File: src/sts_pkg.sv
// ----------------------------------------------------------------------------
// sts_pkg: shared types and constants for the sorted table search block
// Payload structs, opcodes, register indexes, controller states and the
// command/status bundles between controller and datapath.
// ----------------------------------------------------------------------------
package sts_pkg;

   localparam int VALUE_WIDTH = 32;
   localparam int INDEX_WIDTH = 6;
   localparam int COUNT_WIDTH = 7;
   localparam int CSR_INDEX_WIDTH = 1;
   localparam int CSR_DATA_WIDTH = 7;

   localparam logic OP_WRITE  = 1'b0;
   localparam logic OP_SEARCH = 1'b1;

   localparam logic METHOD_LINEAR = 1'b0;
   localparam logic METHOD_BINARY = 1'b1;

   localparam logic [CSR_INDEX_WIDTH-1:0] CSR_ENTRY_COUNT   = 1'b0;
   localparam logic [CSR_INDEX_WIDTH-1:0] CSR_SEARCH_METHOD = 1'b1;

   typedef struct packed {
      logic                          op;
      logic [INDEX_WIDTH-1:0]        entry_index;
      logic signed [VALUE_WIDTH-1:0] data_value;
   } req_type;

   typedef struct packed {
      logic                   found;
      logic [INDEX_WIDTH-1:0] match_index;
   } rsp_type;

   typedef enum logic [1:0] {
      ST_IDLE,
      ST_LSCAN,
      ST_BPROBE,
      ST_BCHECK
   } state_type;

   // controller -> datapath
   typedef struct packed {
      logic store;       // write the request's entry into the table
      logic load;        // capture key and set up a search
      logic lin_step;    // issue next linear read, shift pending compare
      logic bin_probe;   // read at the midpoint
      logic bin_update;  // narrow the bounds after a miss
      logic finish;      // post a result beat
      logic hit;         // result is a match
   } cmd_type;

   // datapath -> controller
   typedef struct packed {
      logic lin_hit;
      logic lin_end;
      logic bin_empty;
      logic bin_hit;
   } status_type;

endpackage

File: src/sorted_table_search.sv
// ----------------------------------------------------------------------------
// sorted_table_search: table of signed words with linear or binary key search
// Write beats fill the table by index; search beats return found and index.
// ----------------------------------------------------------------------------
// Usage: raise start with a beat on req_payload; it is taken at an edge where
// busy is low. A write beat (op = 0) stores data_value at entry_index and
// gives no result; busy stays low, so the next beat may follow at once. A
// search beat (op = 1) raises busy until its result is posted. The result
// shows on rsp_payload for exactly one cycle, marked by rsp_valid; there is
// no back-pressure, so the receiver must capture it in that cycle. Busy drops
// in the same cycle the result appears, so a new beat can be taken then.
// The table memory has a single read port and a registered read. A linear
// search reads the entries in index order and ends at the first match or
// after entry_count entries; a binary search makes a probe at each
// midpoint (address, then compare) until a hit or until the bounds cross.
// Write the csr registers only while no search is in flight. Binary mode
// expects the first entry_count entries written in ascending order; search
// only entries that were written.
// ----------------------------------------------------------------------------
module sorted_table_search #(
   parameter int TABLE_DEPTH = 64
) (
   input  logic                                 clock,
   input  logic                                 reset,
   input  logic                                 start,
   output logic                                 busy,
   input  sts_pkg::req_type                     req_payload,
   output logic                                 rsp_valid,
   output sts_pkg::rsp_type                     rsp_payload,
   input  logic                                 csr_we,
   input  logic [sts_pkg::CSR_INDEX_WIDTH-1:0]  csr_index,
   input  logic [sts_pkg::CSR_DATA_WIDTH-1:0]   csr_wdata
);

   import sts_pkg::*;

   logic [COUNT_WIDTH-1:0] entry_count_ff, entry_count_in;
   logic                   search_method_ff, search_method_in;

   cmd_type    cmd;
   status_type status;

   // register decode; hold the other register on each write
   always_comb begin
      entry_count_in   = entry_count_ff;
      search_method_in = search_method_ff;
      if (csr_we) begin
         case (csr_index)
            CSR_ENTRY_COUNT: begin
               entry_count_in = csr_wdata[COUNT_WIDTH-1:0];
            end
            CSR_SEARCH_METHOD: begin
               search_method_in = csr_wdata[0];
            end
            default: begin
               entry_count_in = entry_count_ff;
            end
         endcase
      end
   end

   always_ff @(posedge clock) begin
      if (reset) begin
         entry_count_ff   <= '0;
         search_method_ff <= METHOD_LINEAR;
      end else begin
         entry_count_ff   <= entry_count_in;
         search_method_ff <= search_method_in;
      end
   end

   // sequencer: picks the search loop and steps it
   sts_ctrl u_ctrl (
      .clock   (clock),
      .reset   (reset),
      .start   (start),
      .req_op  (req_payload.op),
      .method  (search_method_ff),
      .status  (status),
      .cmd     (cmd),
      .busy    (busy)
   );

   // table memory, key and bounds, result register
   sts_dpath #(
      .TABLE_DEPTH (TABLE_DEPTH)
   ) u_dpath (
      .clock       (clock),
      .reset       (reset),
      .req_payload (req_payload),
      .entry_count (entry_count_ff),
      .method      (search_method_ff),
      .cmd         (cmd),
      .status      (status),
      .rsp_valid   (rsp_valid),
      .rsp_payload (rsp_payload)
   );

endmodule

File: src/sts_ram.sv
// ----------------------------------------------------------------------------
// sts_ram: generic single-write, single-read memory
// One write port, one read port, read data registered.
// ----------------------------------------------------------------------------
module sts_ram #(
   parameter int WIDTH = 32,
   parameter int DEPTH = 64
) (
   input  logic                     clock,
   input  logic                     wr_en,
   input  logic [$clog2(DEPTH)-1:0] wr_addr,
   input  logic [WIDTH-1:0]         wr_data,
   input  logic [$clog2(DEPTH)-1:0] rd_addr,
   output logic [WIDTH-1:0]         rd_data
);

   logic [WIDTH-1:0] mem_ff [DEPTH];
   logic [WIDTH-1:0] rd_data_ff;

   always_ff @(posedge clock) begin
      if (wr_en) begin
         mem_ff[wr_addr] <= wr_data;
      end
      rd_data_ff <= mem_ff[rd_addr];
   end

   assign rd_data = rd_data_ff;

endmodule

File: src/sts_ctrl.sv
// ----------------------------------------------------------------------------
// sts_ctrl: search sequencer
// Steps the linear scan or the binary probe loop and posts the result.
// ----------------------------------------------------------------------------
module sts_ctrl (
   input  logic                clock,
   input  logic                reset,
   input  logic                start,
   input  logic                req_op,
   input  logic                method,
   input  sts_pkg::status_type status,
   output sts_pkg::cmd_type    cmd,
   output logic                busy
);

   import sts_pkg::*;

   state_type state_ff;
   state_type state_in;

   // next state
   always_comb begin
      state_in = state_ff;
      case (state_ff)
         ST_IDLE: begin
            if (start && req_op == OP_SEARCH) begin
               state_in = (method == METHOD_BINARY) ? ST_BPROBE : ST_LSCAN;
            end
         end
         ST_LSCAN: begin
            if (status.lin_hit || status.lin_end) begin
               state_in = ST_IDLE;
            end
         end
         ST_BPROBE: begin
            state_in = status.bin_empty ? ST_IDLE : ST_BCHECK;
         end
         ST_BCHECK: begin
            state_in = status.bin_hit ? ST_IDLE : ST_BPROBE;
         end
         default: begin
            state_in = ST_IDLE;
         end
      endcase
   end

   // outputs
   always_comb begin
      cmd  = '0;
      busy = 1'b1;
      case (state_ff)
         ST_IDLE: begin
            busy      = 1'b0;
            cmd.store = start && req_op == OP_WRITE;
            cmd.load  = start && req_op == OP_SEARCH;
         end
         ST_LSCAN: begin
            cmd.lin_step = 1'b1;
            cmd.finish   = status.lin_hit || status.lin_end;
            cmd.hit      = status.lin_hit;
         end
         ST_BPROBE: begin
            cmd.bin_probe = !status.bin_empty;
            cmd.finish    = status.bin_empty;
         end
         ST_BCHECK: begin
            cmd.bin_update = !status.bin_hit;
            cmd.finish     = status.bin_hit;
            cmd.hit        = status.bin_hit;
         end
         default: begin
            busy = 1'b1;
         end
      endcase
   end

   always_ff @(posedge clock) begin
      if (reset) begin
         state_ff <= ST_IDLE;
      end else begin
         state_ff <= state_in;
      end
   end

endmodule

File: src/sts_dpath.sv
// ----------------------------------------------------------------------------
// sts_dpath: table, search registers and result register
// Holds the key, scan pointer, binary bounds and the table memory.
// ----------------------------------------------------------------------------
module sts_dpath #(
   parameter int TABLE_DEPTH = 64
) (
   input  logic                                clock,
   input  logic                                reset,
   input  sts_pkg::req_type                    req_payload,
   input  logic [sts_pkg::COUNT_WIDTH-1:0]     entry_count,
   input  logic                                method,
   input  sts_pkg::cmd_type                    cmd,
   output sts_pkg::status_type                 status,
   output logic                                rsp_valid,
   output sts_pkg::rsp_type                    rsp_payload
);

   import sts_pkg::*;

   localparam int ADDR_WIDTH = $clog2(TABLE_DEPTH);

   logic signed [VALUE_WIDTH-1:0] key_ff, key_in;
   logic [COUNT_WIDTH-1:0]        count_ff, count_in;
   logic                          method_ff, method_in;
   logic [COUNT_WIDTH-1:0]        issue_ff, issue_in;
   logic [COUNT_WIDTH-1:0]        pend_idx_ff, pend_idx_in;
   logic                          pend_v_ff, pend_v_in;
   logic signed [COUNT_WIDTH:0]   lo_ff, lo_in;
   logic signed [COUNT_WIDTH:0]   hi_ff, hi_in;
   logic [COUNT_WIDTH-1:0]        mid_ff, mid_in;
   logic                          rsp_valid_ff, rsp_valid_in;
   rsp_type                       rsp_ff, rsp_in;

   logic [COUNT_WIDTH-1:0]        count_sat;
   logic [COUNT_WIDTH+1:0]        mid_sum;
   logic [COUNT_WIDTH-1:0]        mid;
   logic                          issue_more;
   logic                          key_eq;
   logic                          key_gt;
   logic [COUNT_WIDTH-1:0]        hit_idx;
   logic                          wr_en;
   logic [ADDR_WIDTH-1:0]         wr_addr;
   logic [ADDR_WIDTH-1:0]         rd_addr;
   logic [VALUE_WIDTH-1:0]        rd_data;

   // clamp the count to the table depth
   assign count_sat = (32'(entry_count) > TABLE_DEPTH) ? COUNT_WIDTH'(TABLE_DEPTH)
                                                       : entry_count;

   assign mid_sum    = (COUNT_WIDTH+2)'(lo_ff) + (COUNT_WIDTH+2)'(hi_ff);
   assign mid        = mid_sum[COUNT_WIDTH:1];
   assign issue_more = issue_ff < count_ff;
   assign key_eq     = $signed(rd_data) == key_ff;
   assign key_gt     = key_ff > $signed(rd_data);

   assign status.lin_hit   = pend_v_ff && key_eq;
   assign status.lin_end   = !pend_v_ff && !issue_more;
   assign status.bin_empty = lo_ff > hi_ff;
   assign status.bin_hit   = key_eq;

   // drop writes beyond the table
   assign wr_en   = cmd.store && (32'(req_payload.entry_index) < TABLE_DEPTH);
   assign wr_addr = ADDR_WIDTH'(req_payload.entry_index);
   assign rd_addr = cmd.bin_probe ? ADDR_WIDTH'(mid) : ADDR_WIDTH'(issue_ff);

   sts_ram #(
      .WIDTH (VALUE_WIDTH),
      .DEPTH (TABLE_DEPTH)
   ) u_table (
      .clock   (clock),
      .wr_en   (wr_en),
      .wr_addr (wr_addr),
      .wr_data (req_payload.data_value),
      .rd_addr (rd_addr),
      .rd_data (rd_data)
   );

   assign hit_idx = method_ff ? mid_ff : pend_idx_ff;

   always_comb begin
      key_in       = key_ff;
      count_in     = count_ff;
      method_in    = method_ff;
      issue_in     = issue_ff;
      pend_idx_in  = pend_idx_ff;
      pend_v_in    = pend_v_ff;
      lo_in        = lo_ff;
      hi_in        = hi_ff;
      mid_in       = mid_ff;
      rsp_valid_in = cmd.finish;
      rsp_in       = rsp_ff;

      if (cmd.load) begin
         key_in    = req_payload.data_value;
         count_in  = count_sat;
         method_in = method;
         issue_in  = '0;
         pend_v_in = 1'b0;
         if (method == METHOD_BINARY) begin
            lo_in = '0;
            hi_in = $signed({1'b0, count_sat}) - (COUNT_WIDTH+1)'(1);
         end
      end

      // advance the scan pointer; the compare trails the registered read
      if (cmd.lin_step) begin
         pend_v_in   = issue_more;
         pend_idx_in = issue_ff;
         if (issue_more) begin
            issue_in = issue_ff + COUNT_WIDTH'(1);
         end
      end

      if (cmd.bin_probe) begin
         mid_in = mid;
      end

      if (cmd.bin_update) begin
         if (key_gt) begin
            lo_in = $signed({1'b0, mid_ff}) + (COUNT_WIDTH+1)'(1);
         end else begin
            hi_in = $signed({1'b0, mid_ff}) - (COUNT_WIDTH+1)'(1);
         end
      end

      if (cmd.finish) begin
         rsp_in.found       = cmd.hit;
         rsp_in.match_index = cmd.hit ? INDEX_WIDTH'(hit_idx) : '0;
      end
   end

   always_ff @(posedge clock) begin
      if (reset) begin
         pend_v_ff    <= 1'b0;
         rsp_valid_ff <= 1'b0;
         lo_ff        <= '0;
         hi_ff        <= '0;
      end else begin
         pend_v_ff    <= pend_v_in;
         rsp_valid_ff <= rsp_valid_in;
         lo_ff        <= lo_in;
         hi_ff        <= hi_in;
      end
   end

   always_ff @(posedge clock) begin
      key_ff      <= key_in;
      count_ff    <= count_in;
      method_ff   <= method_in;
      issue_ff    <= issue_in;
      pend_idx_ff <= pend_idx_in;
      mid_ff      <= mid_in;
      rsp_ff      <= rsp_in;
   end

   assign rsp_valid   = rsp_valid_ff;
   assign rsp_payload = rsp_ff;

endmodule

File: config.mk
export PLATFORM = sky130hd
export DESIGN_NAME = sorted_table_search
export DESIGN_NICKNAME = d
export VERILOG_FILES = /design/src/sts_pkg.sv /design/src/sorted_table_search.sv /design/src/sts_ram.sv /design/src/sts_ctrl.sv /design/src/sts_dpath.sv
export SDC_FILE = /design/constraint.sdc
export NUM_CORES = 2
export LEC_CHECK = 0
export BUFFER_PORTS_ARGS = -buffer_cell sky130_fd_sc_hd__buf_2
export CAP_MARGIN = 20
export CORE_ASPECT_RATIO = 0.75
export CORE_MARGIN = 1.5
export CORE_UTILIZATION = 58
export CTS_BUF_LIST = sky130_fd_sc_hd__clkbuf_8
export DETAILED_ROUTE_END_ITERATION = 12
export GPL_TIMING_DRIVEN = 0
export PLACE_DENSITY = 0.82
export SYNTH_ARGS = -nofsm -noshare
export SYNTH_HDL_FRONTEND = slang
export SYNTH_SLANG_ARGS = --single-unit
File: constraint.sdc
create_clock -name clock -period 4.9 [get_ports clock]
set_clock_uncertainty 0.1 [all_clocks]
set_input_delay 0 -clock clock [delete_from_list [all_inputs] [get_ports clock]]
set_output_delay 0 -clock clock [all_outputs]
set_load 0.05 [all_outputs]
# [Word-level counts from Yosys, hierarchy flattened]
# Memory sizes are Yosys's and may differ from the RTL's. A register that Yosys moved wholly into a read port is not among the register bits.
# Index checks and enable logic that the tools add are counted.
[totals] output_inout_bits=9 ff_bits=95 n_memories=1 elab_cells=78 ram_bits=2048 input_bits=51
[op_classes] mux=31 n_eq_ne=6 n_lt_le_gt_ge=4 bitwise=2 n_reduce_logical=14 add_sub_neg=5
[mem_list] name="u_dpath.u_table.mem_ff" words=64 word_bits=32 read_ports=1 rd_ports_with_merged_regs=1 write_ports=1 line="sts_ram.sv:17" text="logic [WIDTH-1:0] mem_ff [DEPTH];"
[ops] operator="two-way mux 8 bit" count=8
[ops] operator="== test 32 bit" count=1
[ops] operator="> comparator 32 bit" count=1
[ops] operator="two-way mux 7 bit" count=4
[ops] operator="subtractor 7 x 1 -> 8 bit, second input constant" count=2
[ops] operator="two-way mux 2 bit" count=6
[ops] operator="two-way mux 6 bit" count=2
[ops] operator="adder 7 x 1 -> 8 bit, second input constant" count=1
[ops] operator="adder 8 bit" count=1
[ops] operator="> comparator 8 bit" count=1
[ops] operator="two-way mux 1 bit" count=8
[ops] operator="one-hot mux 2 bit (4 select lines)" count=1
[ops] operator="adder 7 x 1 -> 7 bit, second input constant" count=1
[ops] operator="> comparator 7 bit, second input constant" count=1
[ops] operator="< comparator 7 bit" count=1
[ops] operator="AND reduction 2 bit" count=3
[ops] operator="== test 2 bit, second input constant" count=2
[ops] operator="logical AND 1 bit" count=4
[ops] operator="logical NOT 1 bit" count=4
[ops] operator="inequality test 2 x 1 -> 1 bit, second input constant" count=2
[ops] operator="one-hot mux 1 bit (3 select lines)" count=1
[ops] operator="== test 2 x 1 -> 1 bit, second input constant" count=1
[ops] operator="logical NOT 2 bit" count=1
[ops] operator="inverter 1 bit" count=2
[ops] operator="3 further kinds" count=3

# [Depth between registers and ports, before layout]
[depth] depth_word=7 ltp_mapped=18 ltp_nobuf=12

# [Cells and area by module]
# From an unflattened synthesis, not the netlist that was laid out.
[unflattened] cells_unflattened=3851 hier_area_um2=84099.4
[by_module_without_submodules] mod="sts_ram" area_per_inst_um2=78515.3 instances=1 seq_area_each_um2=62139.6 cells_each=3324
[by_module_without_submodules] mod="sts_dpath" area_per_inst_um2=5042.3 instances=1 seq_area_each_um2=2302.2 cells_each=466
[by_module_without_submodules] mod="sorted_table_search" area_per_inst_um2=355.3 instances=1 seq_area_each_um2=160.2 cells_each=34
[by_module_without_submodules] mod="sts_ctrl" area_per_inst_um2=186.4 instances=1 seq_area_each_um2=40.0 cells_each=27

# [Worst setup path before layout]
# No wires, ideal clock.
[synth_path] path_kind="register to register" start="reg u_dpath.hi_ff[1]" end="reg u_dpath.u_table.rd_data_ff[2] (netlist: u_dpath.u_table.rd_data[2]), read port of u_dpath.u_table.mem_ff" path_stages_with_launch=16 required_time_ns=4.671 setup_time_ns=0.129 path_buffers=3 arrival_ns=3.505 path_slack_ns=1.166 period_less_slack_ns=3.734 cell_sequence="dfxtp_1 inv_1 ha_1 nor2b_1 o211a_1 o21a_1 buf_6 o31a_4 nor2_8 buf_8 buf_2 mux2_2 a221oi_1 o211ai_1 a221oi_1 nor4_2"
[synth_between] elab_chain_cells=4 word_cells_on_any_way=5 cone_classes="add/sub (1); order compare (1); mux (2); reduce/logical (1)"
[synth_rtl] element="from (decl)" line="sts_dpath.sv:30" text="logic signed [COUNT_WIDTH:0] hi_ff, hi_in;"
[synth_rtl] element="from (signal assigned)" line="sts_dpath.sv:143" text="hi_ff <= hi_in;"
[synth_rtl] element="> comparator 8 bit" line="sts_dpath.sv:59" text="assign status.bin_empty = lo_ff > hi_ff;"
[synth_rtl] element="logical NOT 1 bit" line="sts_ctrl.sv:63" text="cmd.bin_probe = !status.bin_empty;"
[synth_rtl] element="two-way mux 1 bit" line="sts_ctrl.sv:51" text="case (state_ff)"
[synth_rtl] element="two-way mux 6 bit (*)" line="sts_dpath.sv:65" text="assign rd_addr = cmd.bin_probe ? ADDR_WIDTH'(mid) : ADDR_WIDTH'(issue_ff);"
[synth_rtl] element="to (decl)" line="sts_ram.sv:18" text="logic [WIDTH-1:0] rd_data_ff;"
# Every way passes the cells marked *; elsewhere a longest branch is shown, timed or not.
# A chain may end at the register's enable or synchronous reset.

# [Worst setup path after layout]
[layout_path] start="reg u_dpath.hi_ff[1]" end="reg u_dpath.u_table.rd_data_ff[31] (netlist: u_dpath.u_table.rd_data[31]), read port of u_dpath.u_table.mem_ff"
# Same word-level chain as after synthesis.

==> impl_metrics.env <==
export IMPL_cp_required_ns=5.68
export IMPL_coreArea_um2=148000
export IMPL_status="complete, but fails checks"
export IMPL_clock_latency_ns=1.10
export IMPL_drv_slew=0
export IMPL_grt_antenna_before_repair=34
export IMPL_synthTopCellsByArea="edfxtp_1, mux4_2, nand2_1, mux2i_1, dfxtp_1"
export IMPL_post_route_period_util_pct=106
export IMPL_ys_ff_latch=2175
export IMPL_cpPeakStageDelay_ns=0.56
export IMPL_startpoint_type="flip-flop"
export IMPL_postPlaceCellArea_um2=92600
export IMPL_yosysSeqAreaShare_pct=74.8
export IMPL_worst_pin_slew_ns=1.43
export IMPL_end_kind="flip-flop"
export IMPL_grt_max_degree=66
export IMPL_crit_arrival_ns=5.97
export IMPL_hold_viol=0
export IMPL_syn_to_final_growth_pct=16.9
export IMPL_final_cell_mix="edfxtp_1, nand2_1, clkbuf_8, mux2i_1, nand3_1"
export IMPL_cp_slowest_cell="o31ai_1"
export IMPL_maxCapViolations=0
export IMPL_grt_pass1_vias=55200
export IMPL_dp_hpwl_um=236000
export IMPL_drc=0
export IMPL_synth_cell_type_count=89
export IMPL_crit_path_cell_trace="inv_1 -> ha_1 -> nor2b_1 -> o211a_1 -> o21a_1 -> buf_6 -> o31ai_1 -> nand2_2 -> clkbuf_4 -> buf_2 -> buf_8 -> clkbuf_2 -> a311oi_2 -> o22ai_1 -> and3b_1"
export IMPL_grt_total_usage_pct=45.6
export IMPL_route_met2_wl_um=138000
export IMPL_nets=6062
export IMPL_syn_area_per_cell_um2=16.4
export IMPL_io_buffers=55
export IMPL_ys_flop_type="edfxtp_1"
export IMPL_layout_setup_ws_ns=-0.286
export IMPL_root_buffer="clkbuf_8"
export IMPL_dr_wl_met3_um=73500
export IMPL_numCtsBuffers=329
export IMPL_netlist_instances=5286
export IMPL_ios=60
export IMPL_mappedNetlistArea_um2=86400
export IMPL_p_leak_nw=34.5
export IMPL_drt_wl_total_um=351000
export IMPL_dr_max_layer_used="met5"
export IMPL_grt_remaining_overflow=0
export IMPL_relSlewSlack_pct=4.48
export IMPL_dr_pass1_iters=6
export IMPL_die_area_um2=151000
export IMPL_grt_pass1_wl_um=459000
export IMPL_synth_nets=5395
export IMPL_crit_fanout=10
export IMPL_dieHeight_um=337
export IMPL_vias=60700
export IMPL_clk_path_buf_depth=4
export IMPL_ys_async_sr_fraction_pct=0
export IMPL_hp_class="input pin to flip-flop"
export IMPL_worstSetupPathType="flip-flop to flip-flop"
export IMPL_die_w_um=449
export IMPL_wl_per_cell_um=42.8
export IMPL_final_area_um2=101000
export IMPL_place_congestion=1.09
export IMPL_layout_commonest_cell="edfxtp_1"
export IMPL_yosys_warnings=0
export IMPL_wl_met1_um=113000
export IMPL_yosysTopAreaCell="edfxtp_1"
export IMPL_htree_levels=5
export IMPL_drive_above_1_share_pct=20.6
export IMPL_synth_top_cell_area_share_pct=73.2
export IMPL_violations="negative setup slack"
export IMPL_viasPerCell=7.41
export IMPL_place_ws_ns=-1.90
export IMPL_peakVddDrop_uv=425
export IMPL_clk_pin_slew_ns=0.06
export IMPL_fmax_mhz=193
export IMPL_cts_tree="yes"
export IMPL_final_cells=8192
export IMPL_drt_initial_drc_count=13700
export IMPL_cts_sinks=2175
export IMPL_ant_nets=0
export IMPL_finish_utilization_pct=68.4
export IMPL_initial_core_util_pct=58.5
export IMPL_synth_edf_count=2108
export IMPL_dp_cells=7474
export IMPL_core_rowCount=122
export IMPL_fillers=9364
export IMPL_finalSetupViolCount=30
export IMPL_fin_crit_ns=5.19
export IMPL_power_density_nw_per_um2=526
export IMPL_rsz0062_at_grt="yes"
kinds of logic after synthesis:
group	count (synthesis)	share of synthesized area, %
buffers and inverters	404	2.52
flip-flops	2175	74.8
XOR/XNOR	17	0.172
adder cells (fa/ha/maj)	58	0.848
AO/OA/AOI/OAI	892	7.35
AND/OR/NAND/NOR	1309	6.82
multiplexers	431	7.50
final timing paths:
check	from	end	slack, ns	cells after the start
max reg2reg	u_dpath.hi_ff[1]	u_dpath.u_table.rd_data[31]	-0.29	15
min reg2reg	u_dpath.lo_ff[7]	u_dpath.lo_ff[7]	0.41	2
min	req_payload[11]	u_dpath.u_table.mem_ff[22][11]	0.07	2
max	u_dpath.hi_ff[1]	u_dpath.u_table.rd_data[31]	-0.29	15
through the flow:
step	total power (W)	hold WS, ns	setup TNS (ns)
after floorplan	0.0291	-0.00113	0
after global placement	0.0364	0.140	-2716.10
after detailed placement	0.0370	0.143	-46.42
after CTS	0.0509	0.00190	-0.0150
after global routing	0.0532	0.0665	-1.24
final	0.0532	0.0675	-3.70
layer usage:
layer | up-vias | track usage [%]
met5 | - | 0
met4 | 46 | 27.2
met3 | 1416 | 27.0
met2 | 7108 | 60.0
met1 | 29700 | 57.5
li1 | 22400 | -
Yosys cell counts, drive strengths merged (8+ instances only):
| library cell | number |
|---|---|
| nor2 | 147 |
| a2111oi | 33 |
| nor3b | 9 |
| mux2i | 220 |
| a211oi | 123 |
| a221oi | 29 |
| nand4 | 12 |
| o21ai | 94 |
| o211ai | 15 |
| o221ai | 67 |
| ha | 57 |
| o22ai | 61 |
| a211o | 14 |
| a21o | 18 |
| nand2 | 700 |
| nand3 | 196 |
| o41ai | 13 |
| inv | 66 |
| mux4 | 169 |
| a311oi | 80 |
| clkbuf | 165 |
| a21oi | 172 |
| nor4 | 29 |
| and2 | 8 |
| o31ai | 14 |
| xnor2 | 10 |
| nor3 | 30 |
| nor2b | 14 |
| o311ai | 14 |
| o211a | 15 |
| a31oi | 65 |
| dfxtp | 67 |
| edfxtp | 2108 |
| and3 | 132 |
| or3 | 8 |
| mux2 | 42 |
| nand2b | 8 |
| buf | 173 |
timing repair:
action	CTS	global route
gates resized for setup	220	166
setup buffers	9	3
pin swaps	4	12
endpoints found under the setup margin	32	32
hold endpoints to repair	3077	0
hold buffers	121	0
final cells by class:
cell class              instances  area, um^2  share of cell area, %
well taps                    1984        2480                   2.46
multi-input cells            2707       21100                   20.9
clock buffers                 338        4650                   4.60
flip-flops and latches       2175       64600                   64.0
clock inverters               230        1090                   1.07
diodes                         18        45.0                 0.0446
repair buffers                342        4590                   4.54
inverters                      66         248                  0.245
plain buffers                 332        2240                   2.21
worst max-delay path: cells and delay by family (launching register included):
kind                     cells  cell delay [ns]
AND/OR/NAND/NOR              3             0.82
AO/OA/AOI/OAI                5             1.71
buffers and inverters        6             1.59
adder cells (fa/ha/maj)      1             0.32
flip-flops                   1             0.42
where the power goes:
group	switching, W	internal, W	total [W]
clock network	0.00729	0.00666	0.0139
registers	0.000109	0.0206	0.0207
logic	0.0132	0.00532	0.0185
sequential cells by signal, summed over array words and instances (netlist names), 2 cells and up:
register / count
entry_count_ff: 7
u_ctrl.state_ff: 2
u_dpath.u_table.rd_data: 32
u_dpath.mid_ff: 7
u_dpath.hi_ff: 8
u_dpath.u_table.mem_ff: 2048
u_dpath.key_ff: 32
u_dpath.lo_ff: 8
u_dpath.issue_ff: 7
u_dpath.pend_idx_ff: 6
u_dpath.rsp_payload: 7
u_dpath.count_ff: 7
Note: power is estimated with default switching activity, not from simulation.
